<file path="config.mk">
export PLATFORM = sky130hd
export DESIGN_NAME = rc_charge_time_slot_classifier_top
export DESIGN_NICKNAME = d
export VERILOG_FILES = /design/src/hw/rtl/rcts_pkg.sv /design/src/hw/rtl/rc_charge_time_slot_classifier_top.sv /design/src/hw/rtl/rcts_csr.sv /design/src/hw/rtl/rcts_poll.sv /design/src/hw/rtl/rcts_debounce.sv
export SDC_FILE = /design/constraint.sdc
export NUM_CORES = 1
export LEC_CHECK = 0
export BUFFER_PORTS_ARGS = -buffer_cell sky130_fd_sc_hd__buf_2
export CORE_UTILIZATION = 50
export CTS_CLUSTER_SIZE = 12
export DETAILED_ROUTE_END_ITERATION = 7
export PLACE_DENSITY = 0.69
export SLEW_MARGIN = 5
export SYNTH_ARGS = -nofsm -noshare
export SYNTH_HDL_FRONTEND = slang
export SYNTH_SLANG_ARGS = --single-unit
</file>
<file path="constraint.sdc">
create_clock -name clock -period 6 [get_ports clock]
set_input_delay 0.3 -clock clock [delete_from_list [all_inputs] [get_ports clock]]
set_output_delay 0.3 -clock clock [all_outputs]
set_load 0.02 [all_outputs]
</file>
<file path="src/hw/rtl/rcts_pkg.sv">
package rcts_pkg;

   localparam int unsigned PERIOD_W = 24;
   localparam int unsigned CHARGE_W = 20;
   localparam int unsigned DEB_W    = 8;
   localparam int unsigned CSR_IDX_W  = 3;
   localparam int unsigned CSR_DATA_W = 24;
   localparam int unsigned STABLE_W   = 8;

   localparam int unsigned DISCHARGE_TICKS_DEF = 50;
   localparam int unsigned COUNT_MAX_DEF       = 255;

   localparam logic [PERIOD_W-1:0] STARTUP_DELAY_RST = 24'd2000000;
   localparam logic [PERIOD_W-1:0] POLL_PERIOD_RST   = 24'd100000;
   localparam logic [CHARGE_W-1:0] TIMEOUT_RST       = 20'd100000;
   localparam logic [CHARGE_W-1:0] MMWAVE_MIN_RST    = 20'd1000;
   localparam logic [CHARGE_W-1:0] MMWAVE_MAX_RST    = 20'd5000;
   localparam logic [CHARGE_W-1:0] VIBRA_MIN_RST     = 20'd5001;
   localparam logic [CHARGE_W-1:0] VIBRA_MAX_RST     = 20'd20000;
   localparam logic [DEB_W-1:0]    DEBOUNCE_RST      = 8'd3;

   typedef enum logic [CSR_IDX_W-1:0] {
      REG_STARTUP_DELAY = 3'd0,
      REG_POLL_PERIOD   = 3'd1,
      REG_TIMEOUT       = 3'd2,
      REG_MMWAVE_MIN    = 3'd3,
      REG_MMWAVE_MAX    = 3'd4,
      REG_VIBRA_MIN     = 3'd5,
      REG_VIBRA_MAX     = 3'd6,
      REG_DEBOUNCE      = 3'd7
   } reg_idx_type;

   typedef enum logic [1:0] {
      CLS_NONE    = 2'd0,
      CLS_MMWAVE  = 2'd1,
      CLS_VIBRA   = 2'd2,
      CLS_UNKNOWN = 2'd3
   } class_type;

   typedef struct packed {
      logic [PERIOD_W-1:0] startup_delay;
      logic [PERIOD_W-1:0] poll_period;
      logic [CHARGE_W-1:0] timeout;
      logic [CHARGE_W-1:0] mmwave_min;
      logic [CHARGE_W-1:0] mmwave_max;
      logic [CHARGE_W-1:0] vibra_min;
      logic [CHARGE_W-1:0] vibra_max;
      logic [DEB_W-1:0]    debounce_needed;
   } cfg_type;

   typedef struct packed {
      logic                drive;
      logic                done;
      logic                tmo;
      logic [CHARGE_W-1:0] count;
   } meas_type;

   typedef struct packed {
      logic [CHARGE_W-1:0] measured;
      class_type           det_class;
      logic [STABLE_W-1:0] stable;
      class_type           cur_state;
      logic                changed;
   } deb_res_type;

endpackage

</file>
<file path="src/hw/rtl/rc_charge_time_slot_classifier_top.sv">
// Channel  Ports                       Direction  Moves
// req      req_valid/req_ready         in         one microsecond tick with pin level
// rsp      rsp_valid/rsp_ready         out        one status word per tick
// csr      csr_wr_en/csr_index/data    in         register write, no read-back
//
// One transaction per cycle unless rsp stalls. A req passes the input register,
// then the result register, before rsp valid. The tick counters advance only
// when a transaction moves into the result register. A stalled rsp holds the
// result and leaves room for one more transaction in the input register.
// Synchronous reset clears all control state and loads the register defaults.
module rc_charge_time_slot_classifier_top
   import rcts_pkg::*;
#(
   parameter int unsigned DISCHARGE_TICKS = DISCHARGE_TICKS_DEF,
   parameter int unsigned COUNT_MAX       = COUNT_MAX_DEF
) (
   input  logic                  clock,
   input  logic                  reset,
   input  logic                  req_valid,
   output logic                  req_ready,
   input  logic                  req_sense_level,
   output logic                  rsp_valid,
   input  logic                  rsp_ready,
   output logic                  rsp_drive_low,
   output logic                  rsp_sample_done,
   output logic                  rsp_timed_out,
   output logic [CHARGE_W-1:0]   rsp_charge_ticks,
   output logic [1:0]            rsp_detected_class,
   output logic [STABLE_W-1:0]   rsp_stable_count,
   output logic [1:0]            rsp_current_state,
   output logic                  rsp_state_changed,
   input  logic                  csr_wr_en,
   input  logic [CSR_IDX_W-1:0]  csr_index,
   input  logic [CSR_DATA_W-1:0] csr_wr_data
);

   cfg_type     cfg;
   meas_type    meas;
   deb_res_type res;

   logic in_valid_ff, in_level_ff;
   logic out_valid_ff;
   logic advance;

   logic                drive_ff, done_ff, tmo_ff, changed_ff;
   logic [CHARGE_W-1:0] measured_ff;
   class_type           class_ff, state_ff;
   logic [STABLE_W-1:0] stable_ff;

   assign advance   = in_valid_ff && (!out_valid_ff || rsp_ready);
   assign req_ready = !in_valid_ff || advance;

   rcts_csr u_csr (
      .clock       (clock),
      .reset       (reset),
      .csr_wr_en   (csr_wr_en),
      .csr_index   (csr_index),
      .csr_wr_data (csr_wr_data),
      .cfg         (cfg)
   );

   rcts_poll #(
      .DISCHARGE_TICKS (DISCHARGE_TICKS)
   ) u_poll (
      .clock   (clock),
      .reset   (reset),
      .advance (advance),
      .level   (in_level_ff),
      .cfg     (cfg),
      .meas    (meas)
   );

   rcts_debounce #(
      .COUNT_MAX (COUNT_MAX)
   ) u_debounce (
      .clock   (clock),
      .reset   (reset),
      .advance (advance),
      .cfg     (cfg),
      .meas    (meas),
      .res     (res)
   );

   always_ff @(posedge clock) begin
      if (reset) begin
         in_valid_ff  <= 1'b0;
         out_valid_ff <= 1'b0;
      end else begin
         if (req_valid && req_ready) begin
            in_valid_ff <= 1'b1;
         end else if (advance) begin
            in_valid_ff <= 1'b0;
         end
         if (advance) begin
            out_valid_ff <= 1'b1;
         end else if (rsp_ready) begin
            out_valid_ff <= 1'b0;
         end
      end
   end

   always_ff @(posedge clock) begin
      if (req_valid && req_ready) begin
         in_level_ff <= req_sense_level;
      end
      if (advance) begin
         drive_ff    <= meas.drive;
         done_ff     <= meas.done;
         tmo_ff      <= meas.tmo;
         measured_ff <= res.measured;
         class_ff    <= res.det_class;
         stable_ff   <= res.stable;
         state_ff    <= res.cur_state;
         changed_ff  <= res.changed;
      end
   end

   assign rsp_valid          = out_valid_ff;
   assign rsp_drive_low      = drive_ff;
   assign rsp_sample_done    = done_ff;
   assign rsp_timed_out      = tmo_ff;
   assign rsp_charge_ticks   = measured_ff;
   assign rsp_detected_class = class_ff;
   assign rsp_stable_count   = stable_ff;
   assign rsp_current_state  = state_ff;
   assign rsp_state_changed  = changed_ff;

   a_done_not_drive: assert property (@(posedge clock) disable iff (reset)
      rsp_valid |-> !(rsp_sample_done && rsp_drive_low))
      else $error("measurement finished on a discharge tick");

   a_tmo_class_none: assert property (@(posedge clock) disable iff (reset)
      rsp_valid && rsp_timed_out |-> rsp_sample_done && rsp_detected_class == CLS_NONE)
      else $error("timeout without finished measurement of class none");

   a_change_on_done: assert property (@(posedge clock) disable iff (reset)
      rsp_valid && rsp_state_changed |->
         rsp_sample_done && rsp_current_state == rsp_detected_class)
      else $error("state change not tied to a finished measurement");

   a_stall_only_on_backpressure: assert property (@(posedge clock) disable iff (reset)
      !req_ready |-> rsp_valid && !rsp_ready)
      else $error("input stalled without output backpressure");

endmodule

</file>
<file path="src/hw/rtl/rcts_csr.sv">
module rcts_csr
   import rcts_pkg::*;
(
   input  logic                  clock,
   input  logic                  reset,
   input  logic                  csr_wr_en,
   input  logic [CSR_IDX_W-1:0]  csr_index,
   input  logic [CSR_DATA_W-1:0] csr_wr_data,
   output cfg_type               cfg
);

   cfg_type cfg_ff, cfg_in;

   always_comb begin
      cfg_in = cfg_ff;
      if (csr_wr_en) begin
         unique case (reg_idx_type'(csr_index))
            REG_STARTUP_DELAY: cfg_in.startup_delay   = csr_wr_data[PERIOD_W-1:0];
            REG_POLL_PERIOD:   cfg_in.poll_period     = csr_wr_data[PERIOD_W-1:0];
            REG_TIMEOUT:       cfg_in.timeout         = csr_wr_data[CHARGE_W-1:0];
            REG_MMWAVE_MIN:    cfg_in.mmwave_min      = csr_wr_data[CHARGE_W-1:0];
            REG_MMWAVE_MAX:    cfg_in.mmwave_max      = csr_wr_data[CHARGE_W-1:0];
            REG_VIBRA_MIN:     cfg_in.vibra_min       = csr_wr_data[CHARGE_W-1:0];
            REG_VIBRA_MAX:     cfg_in.vibra_max       = csr_wr_data[CHARGE_W-1:0];
            REG_DEBOUNCE:      cfg_in.debounce_needed = csr_wr_data[DEB_W-1:0];
            default:           cfg_in = cfg_ff;
         endcase
      end
   end

   always_ff @(posedge clock) begin
      if (reset) begin
         cfg_ff.startup_delay   <= STARTUP_DELAY_RST;
         cfg_ff.poll_period     <= POLL_PERIOD_RST;
         cfg_ff.timeout         <= TIMEOUT_RST;
         cfg_ff.mmwave_min      <= MMWAVE_MIN_RST;
         cfg_ff.mmwave_max      <= MMWAVE_MAX_RST;
         cfg_ff.vibra_min       <= VIBRA_MIN_RST;
         cfg_ff.vibra_max       <= VIBRA_MAX_RST;
         cfg_ff.debounce_needed <= DEBOUNCE_RST;
      end else begin
         cfg_ff <= cfg_in;
      end
   end

   assign cfg = cfg_ff;

endmodule

</file>
<file path="src/hw/rtl/rcts_poll.sv">
module rcts_poll
   import rcts_pkg::*;
#(
   parameter int unsigned DISCHARGE_TICKS = DISCHARGE_TICKS_DEF
) (
   input  logic     clock,
   input  logic     reset,
   input  logic     advance,
   input  logic     level,
   input  cfg_type  cfg,
   output meas_type meas
);

   typedef enum logic [1:0] {
      PH_STARTUP,
      PH_IDLE,
      PH_DISCHARGE,
      PH_CHARGE
   } phase_type;

   localparam logic [CHARGE_W-1:0] DT = CHARGE_W'(DISCHARGE_TICKS);

   phase_type           phase_ff, phase_in;
   logic [PERIOD_W-1:0] period_ff, period_in, period_inc;
   logic [CHARGE_W-1:0] charge_ff, charge_in, charge_inc;
   logic                start;

   assign period_inc = (period_ff == {PERIOD_W{1'b1}}) ? period_ff : period_ff + 1'b1;
   assign charge_inc = charge_ff + 1'b1;

   always_comb begin
      phase_in  = phase_ff;
      period_in = period_inc;
      charge_in = charge_ff;
      start     = 1'b0;
      meas      = '0;
      unique case (phase_ff)
         PH_STARTUP: begin
            if (period_ff >= cfg.startup_delay) begin
               start = 1'b1;
            end
         end
         PH_IDLE: begin
            if (period_inc >= cfg.poll_period) begin
               start = 1'b1;
            end
         end
         PH_DISCHARGE: begin
            meas.drive = 1'b1;
            if (charge_inc >= DT) begin
               phase_in  = PH_CHARGE;
               charge_in = '0;
            end else begin
               charge_in = charge_inc;
            end
         end
         PH_CHARGE: begin
            if (level) begin
               meas.done = 1'b1;
            end else if (charge_ff >= cfg.timeout) begin
               meas.done = 1'b1;
               meas.tmo  = 1'b1;
            end else begin
               charge_in = charge_inc;
            end
         end
         default: phase_in = PH_STARTUP;
      endcase
      meas.count = charge_ff;
      if (start) begin
         period_in  = '0;
         meas.drive = 1'b1;
         if (DT <= CHARGE_W'(1)) begin
            phase_in  = PH_CHARGE;
            charge_in = '0;
         end else begin
            phase_in  = PH_DISCHARGE;
            charge_in = CHARGE_W'(1);
         end
      end
      if (meas.done) begin
         phase_in  = PH_IDLE;
         charge_in = '0;
      end
   end

   always_ff @(posedge clock) begin
      if (reset) begin
         phase_ff  <= PH_STARTUP;
         period_ff <= '0;
         charge_ff <= '0;
      end else if (advance) begin
         phase_ff  <= phase_in;
         period_ff <= period_in;
         charge_ff <= charge_in;
      end
   end

endmodule

</file>
<file path="src/hw/rtl/rcts_debounce.sv">
module rcts_debounce
   import rcts_pkg::*;
#(
   parameter int unsigned COUNT_MAX = COUNT_MAX_DEF
) (
   input  logic        clock,
   input  logic        reset,
   input  logic        advance,
   input  cfg_type     cfg,
   input  meas_type    meas,
   output deb_res_type res
);

   localparam int unsigned EQ_W  = $clog2(COUNT_MAX + 1);
   localparam int unsigned EXT_W = (EQ_W > STABLE_W) ? EQ_W : STABLE_W;
   localparam logic [EQ_W-1:0] EQ_MAX = EQ_W'(COUNT_MAX);

   logic [CHARGE_W-1:0] measure_ff, measure_in;
   class_type           last_ff, last_in, cls, state_ff, state_in;
   logic [EQ_W-1:0]     eq_ff, eq_in;
   logic [EXT_W-1:0]    eq_ext;
   logic                changed;

   always_comb begin
      priority if (meas.tmo) begin
         cls = CLS_NONE;
      end else if (meas.count >= cfg.mmwave_min && meas.count <= cfg.mmwave_max) begin
         cls = CLS_MMWAVE;
      end else if (meas.count >= cfg.vibra_min && meas.count <= cfg.vibra_max) begin
         cls = CLS_VIBRA;
      end else begin
         cls = CLS_UNKNOWN;
      end
   end

   always_comb begin
      measure_in = measure_ff;
      last_in    = last_ff;
      eq_in      = eq_ff;
      state_in   = state_ff;
      changed    = 1'b0;
      if (meas.done) begin
         measure_in = meas.count;
         if (cls == last_ff) begin
            if (eq_ff < EQ_MAX) begin
               eq_in = eq_ff + 1'b1;
            end
         end else begin
            eq_in   = EQ_W'(1);
            last_in = cls;
         end
         if (EXT_W'(eq_in) >= EXT_W'(cfg.debounce_needed) && cls != state_ff) begin
            state_in = cls;
            changed  = 1'b1;
         end
      end
   end

   assign eq_ext = EXT_W'(eq_in);

   always_comb begin
      res.measured  = measure_in;
      res.det_class = last_in;
      res.stable    = (eq_ext > EXT_W'(255)) ? 8'd255 : eq_ext[STABLE_W-1:0];
      res.cur_state = state_in;
      res.changed   = changed;
   end

   always_ff @(posedge clock) begin
      if (reset) begin
         measure_ff <= '0;
         last_ff    <= CLS_NONE;
         eq_ff      <= '0;
         state_ff   <= CLS_NONE;
      end else if (advance) begin
         measure_ff <= measure_in;
         last_ff    <= last_in;
         eq_ff      <= eq_in;
         state_ff   <= state_in;
      end
   end

endmodule
</file>
==> results.txt, run 1 <==
The fraction of met2 tracks used by global routing is 46.8%. The worst setup skew after layout came out at 0.00888 ns. The post-route netlist has 10.4% of its cells at a drive strength greater than 1. The maximum clock insertion buffer count is 3. In the synthesized netlist the async set-or-reset flop fraction comes to 0%. The detailed-routing iteration count for the pre-antenna-repair pass is 5. Ranked by instance count, the synthesized netlist is headed by sky130_fd_sc_hd__nand2_1 (365), sky130_fd_sc_hd__dfxtp_1 (236), sky130_fd_sc_hd__a21oi_1 (211), sky130_fd_sc_hd__inv_1 (175), sky130_fd_sc_hd__ha_1 (160). The number of global-route vias before repair was 12900.

Measured against its own limit, the worst slew margin works out to 33.3%. With fillers left out, the area of the finished cells amounts to 16900 um2. The CTS root buffer is sky130_fd_sc_hd__clkbuf_16. The synthesized cell area is 15200 um2. The power per cell area is 261 nW/um2.

The clock-pin slew of the registers on the worst-case setup and hold paths came out at 0.06 ns. The total power of the final layout came out at 4.39 mW. The remaining design rule violation count came out at 0. For this block, the routed nets add up to 42.6 mm of wire. The via count normalized by instance count came out at around 5.7. The final-report setup violation count is 0. The count of hold-fix buffers inserted at cts is 3. Compared with the post-synthesis result, the final layout area differs by 10.9%. The wire length of the first global-routing pass came out at 68.1 mm. The number of warnings reported in the yosys synthesis log came out at 0.

The final hold violation count came out at 0. The final routed wire length divided by cell count came out at about 18 um. The placed instances occupy a cell area of 15900 um2. The maximum clock frequency is 191 MHz.

Setup repair after global routing left no endpoint under its margin. The floorplan has 63 rows. Synthesis produced a netlist whose cell count is 1871. The worst setup path is of the flop to flop kind. The largest voltage drop on the vdd net is 0.224 mV.

For met3 alone, demand over resource in global routing was 4.20%. At the pin with the least slew margin, the transition time is 1.00 ns. Counting the buffers created by CTS gives 30. The pin count of the biggest net entering global routing is 84. By area the synthesized netlist is led by sky130_fd_sc_hd__dfxtp_1 (31%), sky130_fd_sc_hd__ha_1 (13%), sky130_fd_sc_hd__nand2_1 (9.0%). After clock tree synthesis, the repair step resized 0 gates.

The detailed placement HPWL is 30.2 mm. The residual antenna-violating net count after detailed routing came out at 0. In the global route stage, met1 resource usage came out at between 30% and 40%. The number of antenna cells inserted is 0. In this run the number of H-tree levels came out at 1. The sink count of the clock tree is 273. The signal arrival time at the worst endpoint came out at 5.53 ns. At the worst endpoint, the required time is 6.31 ns. In the final timing run, aggregate negative setup slack is 0 ns. The initial standard-cell utilization of the core is 51.0%. Summing the sequential cell areas from Yosys gives 38.4% of the chip area. The final layout contains 2102 nets.

Yosys mapped a number of flops with a built-in enable equal to 37. The die width came out at 176 um. The analysis attributes to cell leakage a power of 6.89 nW.

The count of filler cells inserted in the layout came out at approximately 2800. The sequential standard cell area is 5840 um2. The multi-input gate area in the final layout came out at slightly above 8000 um2. The number of antenna violations at the first check in global routing came out at 0. The count of distinct cell types in the synthesized netlist came out at ~70.

The placer's final routability congestion estimate came out at about 0.92. After global routing, the most crowded layer is met2. The number of nets in the synthesized netlist is slightly above 2000.

The register bit count reported by yosys is 273. The count of routing violations after the opening detailed-route iteration came out at between 1000 and 1500. The worst setup path is launched from a flop. The overall via count from detail_route is 13300. In this run the worst hold path is classified as input pin to flop. The element type at the critical path end is a flop. The number of max-cap violations came out at 0. Averaged over all synthesized cells, the footprint is around 8.1 um2. The full die area is 31100 um2. The maximum fanout along the worst path came out at 17. The minimum clock period after layout is 5.23 ns. The total core area came out at ~30000 um2. The final critical path takes up 87.1% of the cycle. The global-route usage over all layers came out at around 28%. The die is 176 um tall. The share of synthesized area in the top cell type comes to 31.1%. The overall overflow remaining after global route is 0.

The predominant post-synthesis flop cell is sky130_fd_sc_hd__dfxtp_1. The latest clock arrival within the worst-skew pair came out at ~0.56 ns. The flow ran to the end, and the final reports show no timing, DRC or antenna violations.

between 70 and 80 I/O pins were placed. The count of pins over their slew limit is 0. The buffers inserted during post-CTS setup optimization came out at 0. By instance count, the leading cell after synthesis is sky130_fd_sc_hd__nand2_1. sky130_fd_sc_hd__dfxtp_1 takes more of the synthesized area than any other cell.

TritonCTS built the clock tree. The count of port buffers added during placement came out at 70.
[layout make-up]
class / count / share of cell area (%)
inverter: 175 / 3.90
clock inverter: 11 / 0.468
timing repair buffer: 101 / 3.52
sequential: 273 / 34.6
clock buffer: 43 / 5.23
multi-input combinational: 1328 / 49.4
tap: 390 / 2.90
[final timing paths]
check / cells after the start / slack, ns / endpoint / startpoint
hold reg to reg: 2 / 0.45 / u_csr.cfg[129] / u_csr.cfg[129]
setup / recovery: 22 / 0.77 / rsp_current_state[0] / u_poll.charge_ff[0]
hold / removal: 3 / 0.02 / u_csr.cfg[128] / csr_wr_data[20]
setup reg to reg: 22 / 0.77 / rsp_current_state[0] / u_poll.charge_ff[0]
[placed cells by master, fill, tap and decap left out, drive strengths merged, types with 4 or more instances in the layout]
cell type and count:
inv 176, ha 160, o21ai 59, nor2b 13, a211oi 15, xor2 8, o211ai 41, nor4 7
or4 5, mux2 24, edfxtp 37, o41ai 4, nand2 365, or3 11, o31ai 6, a21oi 211
and2 5, clkbuf 43, or2 4, xnor2 24, a31oi 6, a21o 32, buf 98, o21bai 4
nor3 42, nand4 34, and3 14, nand3 51, clkinv 9, a22o 13, dfxtp 236, and4 11
a211o 4, nor2 100, nand2b 16
[cell families after synthesis]
group	Yosys count	synth area share (%)
simple gates	686	20.4
flops	273	38.4
xor+xnor	32	1.84
fa+ha+maj	160	13.2
compound gates	423	17.2
mux	27	1.98
buf+inv	270	6.94
[power by group]
part           switching (mW)  internal (mW)  leakage (nW)
Clock                   0.752           1.06         0.476
Sequential             0.0524           1.91          2.27
Combinational           0.407          0.210          4.14
[worst max-delay path, cell delays in order, from the launching register on]
cell                       delay, ns
sky130_fd_sc_hd__dfxtp_1        0.49
sky130_fd_sc_hd__inv_1          0.19
sky130_fd_sc_hd__ha_1           0.30
sky130_fd_sc_hd__nand2b_1       0.16
sky130_fd_sc_hd__a211oi_1       0.25
sky130_fd_sc_hd__nor3_1         0.08
sky130_fd_sc_hd__o41ai_1        0.58
sky130_fd_sc_hd__a211oi_1       0.30
sky130_fd_sc_hd__or3_1          0.37
sky130_fd_sc_hd__o21ai_0        0.15
sky130_fd_sc_hd__a31oi_1        0.08
sky130_fd_sc_hd__buf_4          0.22
sky130_fd_sc_hd__nor2_1         0.12
sky130_fd_sc_hd__ha_1           0.22
sky130_fd_sc_hd__nand2b_1       0.14
sky130_fd_sc_hd__a21o_1         0.17
sky130_fd_sc_hd__a21o_1         0.17
sky130_fd_sc_hd__a21oi_1        0.14
sky130_fd_sc_hd__nor2b_1        0.06
sky130_fd_sc_hd__o21ai_0        0.15
sky130_fd_sc_hd__a21oi_1        0.15
sky130_fd_sc_hd__nand2_1        0.16
sky130_fd_sc_hd__mux2_2         0.35
[state kept, by name, summed over array words and instances (netlist names), 2 cells and up]
name                   cells
u_csr.cfg                156
rsp_stable_count           8
rsp_detected_class         2
u_debounce.measure_ff     20
u_poll.period_ff          24
u_poll.phase_ff            2
u_poll.charge_ff          20
u_debounce.eq_ff           8
rsp_charge_ticks          20
u_debounce.last_ff         2
rsp_current_state          2
u_debounce.state_ff        2
[layer usage]
layer | share of wire, % | up-vias
met5 | 0 | -
met4 | 3.9 | 0
met3 | 6.5 | 111
met2 | 46 | 393
met1 | 43 | 6301
li1 | - | 6531
[metrics by stage]
step	instances	utilization, %	hold slack (ns)	worst slack [ns]
after floorplan	1871	-	0.399	1.38
after global placement	2264	53.2	0.439	0.889
after detailed placement	2264	53.2	0.447	0.859
after CTS	2321	56.6	0.0133	0.832
after global routing	2321	56.6	0.0222	0.302
final	2321	56.6	0.0237	0.773
No activity file was read; power rests on OpenSTA's default activity.
==> run 2, diff against run 1 <==
--- a/config.mk
+++ b/config.mk
@@ -10,6 +10,7 @@
 export CTS_CLUSTER_SIZE = 12
 export DETAILED_ROUTE_END_ITERATION = 7
 export PLACE_DENSITY = 0.69
+export REMOVE_ABC_BUFFERS = 1
 export SLEW_MARGIN = 5
 export SYNTH_ARGS = -nofsm -noshare
 export SYNTH_HDL_FRONTEND = slang
==> run 2 against run 1 <==
Compared with the run above:
- routed wire length is 2.3% lower
- sequential share of layout area barely moved
- register-to-register slack better by 0.03 ns
- critical path type unchanged
- critical path depth did not move
==> results.txt, run 2 (same netlist as run 1, synthesis figures left out) <==
The number of buffers inserted during clock tree synthesis came out at 30. CTS built an H-tree with a depth of 1. The detailed placement HPWL is roughly 29 mm. In this run, the number of DRC markers left after iteration 0 of detailed routing was 788.

Counting cells, the worst reg-to-reg path comes to 22. The register with the most flip-flops in the layout has approximately 160 of them. The worst-case hold slack is approximately 0.057 ns.

In this run the remaining antenna-violating nets after routing total 0. The worst setup path is of the flop to flop kind. The post-route cell area is 16900 um2.

The run finished with clean final reports. The element type at the critical path end is a flop. TritonCTS built the clock tree. The share of the core filled with cells in the final layout is a little under three fifths. In this run the critical register-to-register path is launched from u_poll.charge_ff[0].

The detailed-routing iteration count for the pre-antenna-repair pass came out at 5. During placement, the flow inserted port buffers numbering 70. The multi-input combinational cells in the finished layout cover a total of 8320 um2. The global-route usage over all layers is a little over a quarter. The placement row count is 63. The setup TNS is 0 ns.

The number of buffer and inverter instances along the worst setup path is 2. Global routing consumed, on the met3 layer, 2.95% of the routing resources. The fraction of layout instances using a drive strength above 1 is 10.3%.

The delay of the slowest critical-path stage came out at 0.55 ns. The leakage power came out at 6.88 nW. Setup repair after global routing left no endpoint under its margin. The full die area came out at 31100 um2. In this run the number of cells on the critical path is 22.

Compared with the post-synthesis result, the final layout area differs by 11.1%. In the layout the commonest cells are sky130_fd_sc_hd__nand2_1 (365), sky130_fd_sc_hd__dfxtp_1 (236), sky130_fd_sc_hd__a21oi_1 (211). On the critical path, the stage with the largest delay is an instance of sky130_fd_sc_hd__o22ai_1. Across the run, the number of max-cap violations was 0. The clock-pin slew of the registers on the worst-case setup and hold paths came out at approximately 0.060 ns. The signal arrival time at the worst endpoint came out at 5.51 ns. The path category of the worst min-delay check is input pin to flop.

Data on the critical path is required at its endpoint by 6.31 ns. The maximum clock frequency is 192 MHz. The library cell used most frequently in the layout, excluding fill and tap cells, is sky130_fd_sc_hd__nand2_1. The final routed wire length divided by cell count came out at approximately 18 um. The cell family contributing the most delay on the critical path is compound AO/OA/AOI/OAI gates. The total placed instance area came out at about 16000 um2. The pin count of the biggest net entering global routing is 68. met2 is the most crowded layer. The worst register-to-register path ends at rsp_current_state[1]. The minimum clock period after layout came out at 5.20 ns. The number of global-route vias before repair is roughly 12000. The sequential standard cell area came out at about 6000 um2. In this run the horizontal extent of the chip is 176 um.

The routing usage on met1 is 33.4%. Setup violations remaining at the end of the flow were counted as 0. The count of filler cells inserted in the layout is 2768. The initial standard-cell utilization of the core is about half. The power per cell area is 263 nW/um2. The placer's final routability congestion estimate is 0.914. The total core area is 29800 um2. The maximum fanout along the worst path is 17. The portion of the clock cycle consumed by the worst path in the final layout is 86.7%.

The number of antenna violations at the first check in global routing came out at 0. The slack of the critical path is 0.800 ns. The fraction of met2 tracks used by global routing came out at 46.9%. The setup slack of the worst register-to-register path came out at 0.80 ns.

The die outline height came out at roughly 180 um. The kind of launch point of the worst setup path is a flop. The overall via count from detail_route is 13200. 0 antenna diodes ended up in the layout. Traced cell by cell, the critical path runs through inv_1 -> ha_1 -> nand2b_1 -> a31oi_1 -> nor4_1 -> o21ai_0 -> a211oi_1 -> o22ai_1 -> xnor2_1 -> a31oi_1 -> buf_4 -> nor2_1 -> ha_1 -> nand2b_1 -> a21o_1 -> a21o_1 -> a21oi_1 -> nor2b_1 -> o21ai_0 -> a21oi_1 -> nand2_1 -> mux2_2. The total wire length came out at around 42 mm. The worst-margin pin slew is 1.26 ns. Clock tree synthesis found a total of 273 sinks.

The buffers inserted during post-CTS setup optimization is 0. The worst pin sits at a relative slew slack of 16.0%. Pin placement for this block handled 71 I/O pins.

The via count normalized by instance count came out at 5.67. The critical path starts at u_poll.charge_ff[0]. The worst setup skew after layout came out at about 0.012 ns. The latest clock arrival within the worst-skew pair is around 0.56 ns. The remaining design rule violation count is 0. Counting along the longest clock path gives a buffer depth of 3.

The final hold violation count came out at 0. The root buffer cell chosen for the clock tree is sky130_fd_sc_hd__clkbuf_16. The most critical setup path has its endpoint at rsp_current_state[1]. The wire length of the first global-routing pass is 65.4 mm.

OpenSTA, run right after detailed placement, puts the worst setup slack at 0.843 ns. The number of nets in the final layout came out at 2100. The largest voltage drop on the vdd net is 0.223 mV. For this run the aggregate overflow at the end of global routing stands at 0. The count of pins over their slew limit is 0.
==> run 2: cell types whose count changed in the layout (fill, tap and decap cells not counted), sizes merged <==
| cell | previous run | this run |
|---|---|---|
| clkbuf | 43 | 45 |
| bufinv | 1 | 2 |
| clkinv | 9 | 7 |
| dlygate4sd3 | 3 | 6 |
| buf | 98 | 93 |
| inv | 176 | 175 |
| clkinvlp | 0 | 1 |
==> run 2: worst min-delay path by stage <==
stage	to	cells past startpoint	slack [ns]	from
after floorplan	u_csr.cfg[100]	1	0.37	reset
after global placement	u_csr.cfg[50]	2	0.44	u_csr.cfg[50]
after detailed placement	u_csr.cfg[130]	2	0.45	u_csr.cfg[130]
after CTS	rsp_valid	4	0.03	rsp_ready
after global routing	u_csr.cfg[39]	3	0.05	csr_wr_data[11]
final	rsp_valid	4	0.06	rsp_ready
==> run 2: power breakdown <==
part | switching, mW | internal (mW) | total (mW)
Combinational | 0.391 | 0.210 | 0.602
Sequential | 0.0657 | 1.91 | 1.98
Clock | 0.751 | 1.10 | 1.85
Total | 1.21 | 3.22 | 4.43
==> run 2: timing repair <==
action | 4_1_cts | 5_1_grt
endpoints found under the hold margin | 10 | 0
resized for setup | 0 | 0
setup endpoints to repair | 0 | 0
hold buffers | 6 | 0
==> run 2: through the flow <==
step / instances / power, mW
3_3_place_gp: 2259 / 2.59
6_report: 2320 / 4.43
4_1_cts: 2320 / 4.45
5_1_grt: 2320 / 4.60
2_1_floorplan: 1776 / 2.37
3_5_place_dp: 2259 / 2.61
==> run 2: layer usage <==
layer / wire (um) / share of wire (%)
met2: 20000 / 48
met3: 1990 / 4.8
met5: 0 / 0
met4: 1650 / 4.0
met1: 18000 / 43
==> run 2: final cells by class <==
type / instances / area share, %
clock buffer: 45 / 5.26
clock inverter: 10 / 0.593
inverter: 175 / 3.89
multi-input combinational: 1328 / 49.3
sequential: 273 / 34.6
tap: 390 / 2.89
timing repair buffer: 99 / 3.47
==> run 2: worst reg2reg max path, delay by kind of cell (launching register included) <==
kind	cells	cell delay [ns]
flops	1	0.50
compound gates	10	2.30
simple gates	6	0.69
buf+inv	2	0.42
xor+xnor	1	0.12
fa+ha+maj	2	0.57
mux	1	0.35
==> run 3, diff against run 2 <==
==> constraint.sdc (replaced) <==
create_clock -name clock -period 5.1 [get_ports clock]
set_input_delay 0.255 -clock clock [delete_from_list [all_inputs] [get_ports clock]]
set_output_delay 0.255 -clock clock [all_outputs]
set_load 0.02 [all_outputs]
==> run 3 against run 2 <==
Compared with the run above:
- clock power grew 26%
- maximum frequency grew 7.2%
- non-clock buffer count grew 21
- count of clock-buffer cells in the layout grew 4
- clock skew shrank 0.0050 ns
==> results.txt, run 3 (same netlist as run 1, synthesis figures left out) <==
The largest single stage delay on the critical path is 0.46 ns. The buffers inserted during post-CTS setup optimization is 0. The overall overflow remaining after global route is 0. The overall via count from detail_route came out at around 13000. The share of the core filled with cells in the final layout came out at 57.6%. The maximum clock frequency came out at 206 MHz. The power per cell area is 315 nW/um2. The worst-case IR drop observed on VDD is 0.284 mV. The detailed placement HPWL came out at 30.1 mm.

The number of global-route vias before repair is 12600. The worst-margin pin slew came out at roughly 1.0 ns. The remaining design rule violation count came out at 0. The sequential standard cell area came out at 5840 um2.

For this run, the post-layout net count is between 2000 and 2500. The required time of the critical path came out at 5.42 ns. The multi-input gate area in the final layout came out at 8360 um2. The final routed wire length divided by cell count came out at 18.1 um. In this run the clock root is driven by a sky130_fd_sc_hd__clkbuf_16. The via count normalized by instance count came out at 5.68. Pin placement for this block handled 71 I/O pins. The setup TNS is 0 ns.

The leakage power is 7.02 nW. The TritonCTS clock tree is yes. The number of max-cap violations is 0. Cell internal power was estimated by the tool at between 3 and 4 mW. For the finished layout, the period the worst path requires is 4.85 ns. The detailed router finished its first iteration with 895 violations.

The clock drives 273 sinks. The number of antenna violations at the first check in global routing is 0. The initial standard-cell utilization of the core is 51.0%. The placement row count is 63.

The count of filler cells inserted in the layout is between 2000 and 3000. Among all stages on the critical path, the largest delay is contributed by sky130_fd_sc_hd__dfxtp_2. The worst slack at placement is -0.0569 ns. CTS built an H-tree with a depth of 1. Setup repair after global routing left no endpoint under its margin. The kind of launch point of the worst setup path is a flop.

Entering global routing, the biggest net connects 55 pins. The share of total power in sequential cells came out at 42.7%. The residual antenna-violating net count after detailed routing is 0. The count of pins over their slew limit came out at 0. The maximum fanout along the worst path came out at 17. The final-report setup violation count is 0. Buffers placed on the I/O ports in this run total 70. The floorplan step defined a die boundary enclosing 31100 um2. The latest clock arrival within the worst-skew pair is around 0.57 ns. The first global-routing pass estimated 66.5 mm of wire. In the finished design, the share of the clock period the worst path needs comes to 95.2%. The flow ran to the end, and the final reports show no timing, DRC or antenna violations.

The worst-case hold slack came out at 0.0226 ns. The combinational power share came out at 14.2%. The number of buffers inserted during clock tree synthesis is 30. The switching power share of the total is between 20 and 30%. For this run, the detailed router's first-pass iteration total came to 5. The register with the most flip-flops in the layout has 156 of them. The instance count after placement with tap cells included is 2279.

The clock-pin slew of the registers on the worst-case setup and hold paths came out at 0.06 ns. STA classifies the critical path endpoint as a flop. The global-route usage over all layers is 27.1%. The signal arrival time at the worst endpoint is around 5.2 ns. Walking the worst path, the cells encountered are ha_1 -> a211o_1 -> a31oi_1 -> nor4_1 -> o21ai_0 -> a211oi_1 -> o22ai_2 -> xnor2_1 -> a31oi_1 -> buf_4 -> nor2_1 -> ha_1 -> nand2b_1 -> a21o_1 -> a21o_1 -> a21oi_1 -> nor2b_1 -> o21ai_0 -> a21oi_1 -> nand2_1 -> mux2_2.

The number of antenna cells inserted is 0. The switching power of the nets is 1.46 mW. In the layout the commonest cells are sky130_fd_sc_hd__nand2_1 (365), sky130_fd_sc_hd__dfxtp_1 (235), sky130_fd_sc_hd__a21oi_1 (211). The final hold violation count came out at 0. The worst setup skew after layout came out at ~0.0070 ns. The library cell used most frequently in the layout, excluding fill and tap cells, is sky130_fd_sc_hd__nand2_1. Wires add up to ~43 mm. The relative max-transition margin came out at a little under a third. The final cell count without fillers came out at 2342. The path category of the worst min-delay check is input pin to flop.

No sink is reached through more buffers than the 3 on the longest clock path. The die outline height came out at 176 um. The total core area is about 30000 um2.

The clock share of power is 43.1%. The die is 176 um wide. The fraction of layout instances using a drive strength above 1 is about an eighth. The slack of the critical path is 0.247 ns. The placer's final routability congestion estimate is approximately 0.95.

The layout overhead on the synthesized area is 12.9%. The critical path in this run is classified as flop to flop.
run 3: stage by stage:
| stage | power (mW) | area [um2] |
|---|---|---|
| floorplan | 2.78 | 14800 |
| global placement | 3.08 | 16000 |
| CTS | 5.42 | 17100 |
| finish | 5.40 | 17100 |
| global route | 5.60 | 17100 |
| detailed placement | 3.09 | 16000 |
run 3: critical path: cells and delay by family (launching register included):
| kind | cells | cell delay [ns] |
|---|---|---|
| DFF | 1 | 0.46 |
| adders and majority gates | 2 | 0.56 |
| muxes | 1 | 0.35 |
| buffers and inverters | 1 | 0.23 |
| AOI/OAI and AO/OA | 11 | 2.35 |
| xor gates and xnor gates | 1 | 0.10 |
| and+or+nand+nor | 5 | 0.53 |
run 3: layer usage:
metal	GRT usage (%)	part of all wire, %	vias up
met1	35.0	44	6249
met4	9.46	3.4	0
met5	0	0	-
met2	45.5	46	400
met3	4.54	6.1	87
li1	-	-	6569
run 3: worst paths after layout:
kind | to | slack [ns] | depth (start not counted) | from
setup reg to reg | rsp_current_state[0] | 0.25 | 21 | u_poll.charge_ff[2]
hold reg to reg | u_csr.cfg[134] | 0.45 | 2 | u_csr.cfg[134]
setup / recovery | rsp_current_state[0] | 0.25 | 21 | u_poll.charge_ff[2]
hold / removal | u_csr.cfg[39] | 0.02 | 3 | csr_wr_data[11]
run 3: area by class of cell:
cell class                 instances  share of cell area (%)
multi-input combinational       1328                    48.7
sequential                       273                    34.0
clock buffer                      49                    5.32
timing repair buffer             120                    4.35
inverter                         175                    3.83
tap                              390                    2.85
clock inverter                     7                   0.890
run 3: power by group through the flow:
stage / clock [mW] / combinational, mW / sequential [mW]
global placement: 0 / 0.725 / 2.35
finish: 2.33 / 0.770 / 2.31
detailed placement: 0 / 0.741 / 2.35
CTS: 2.35 / 0.759 / 2.31
global route: 2.44 / 0.847 / 2.31
floorplan: 0 / 0.409 / 2.38
run 3: what timing repair did:
action	CTS	global route
hold buffers	7	0
gates resized for setup	2	8
hold endpoints to repair	11	0
endpoints found under the setup margin	2	29
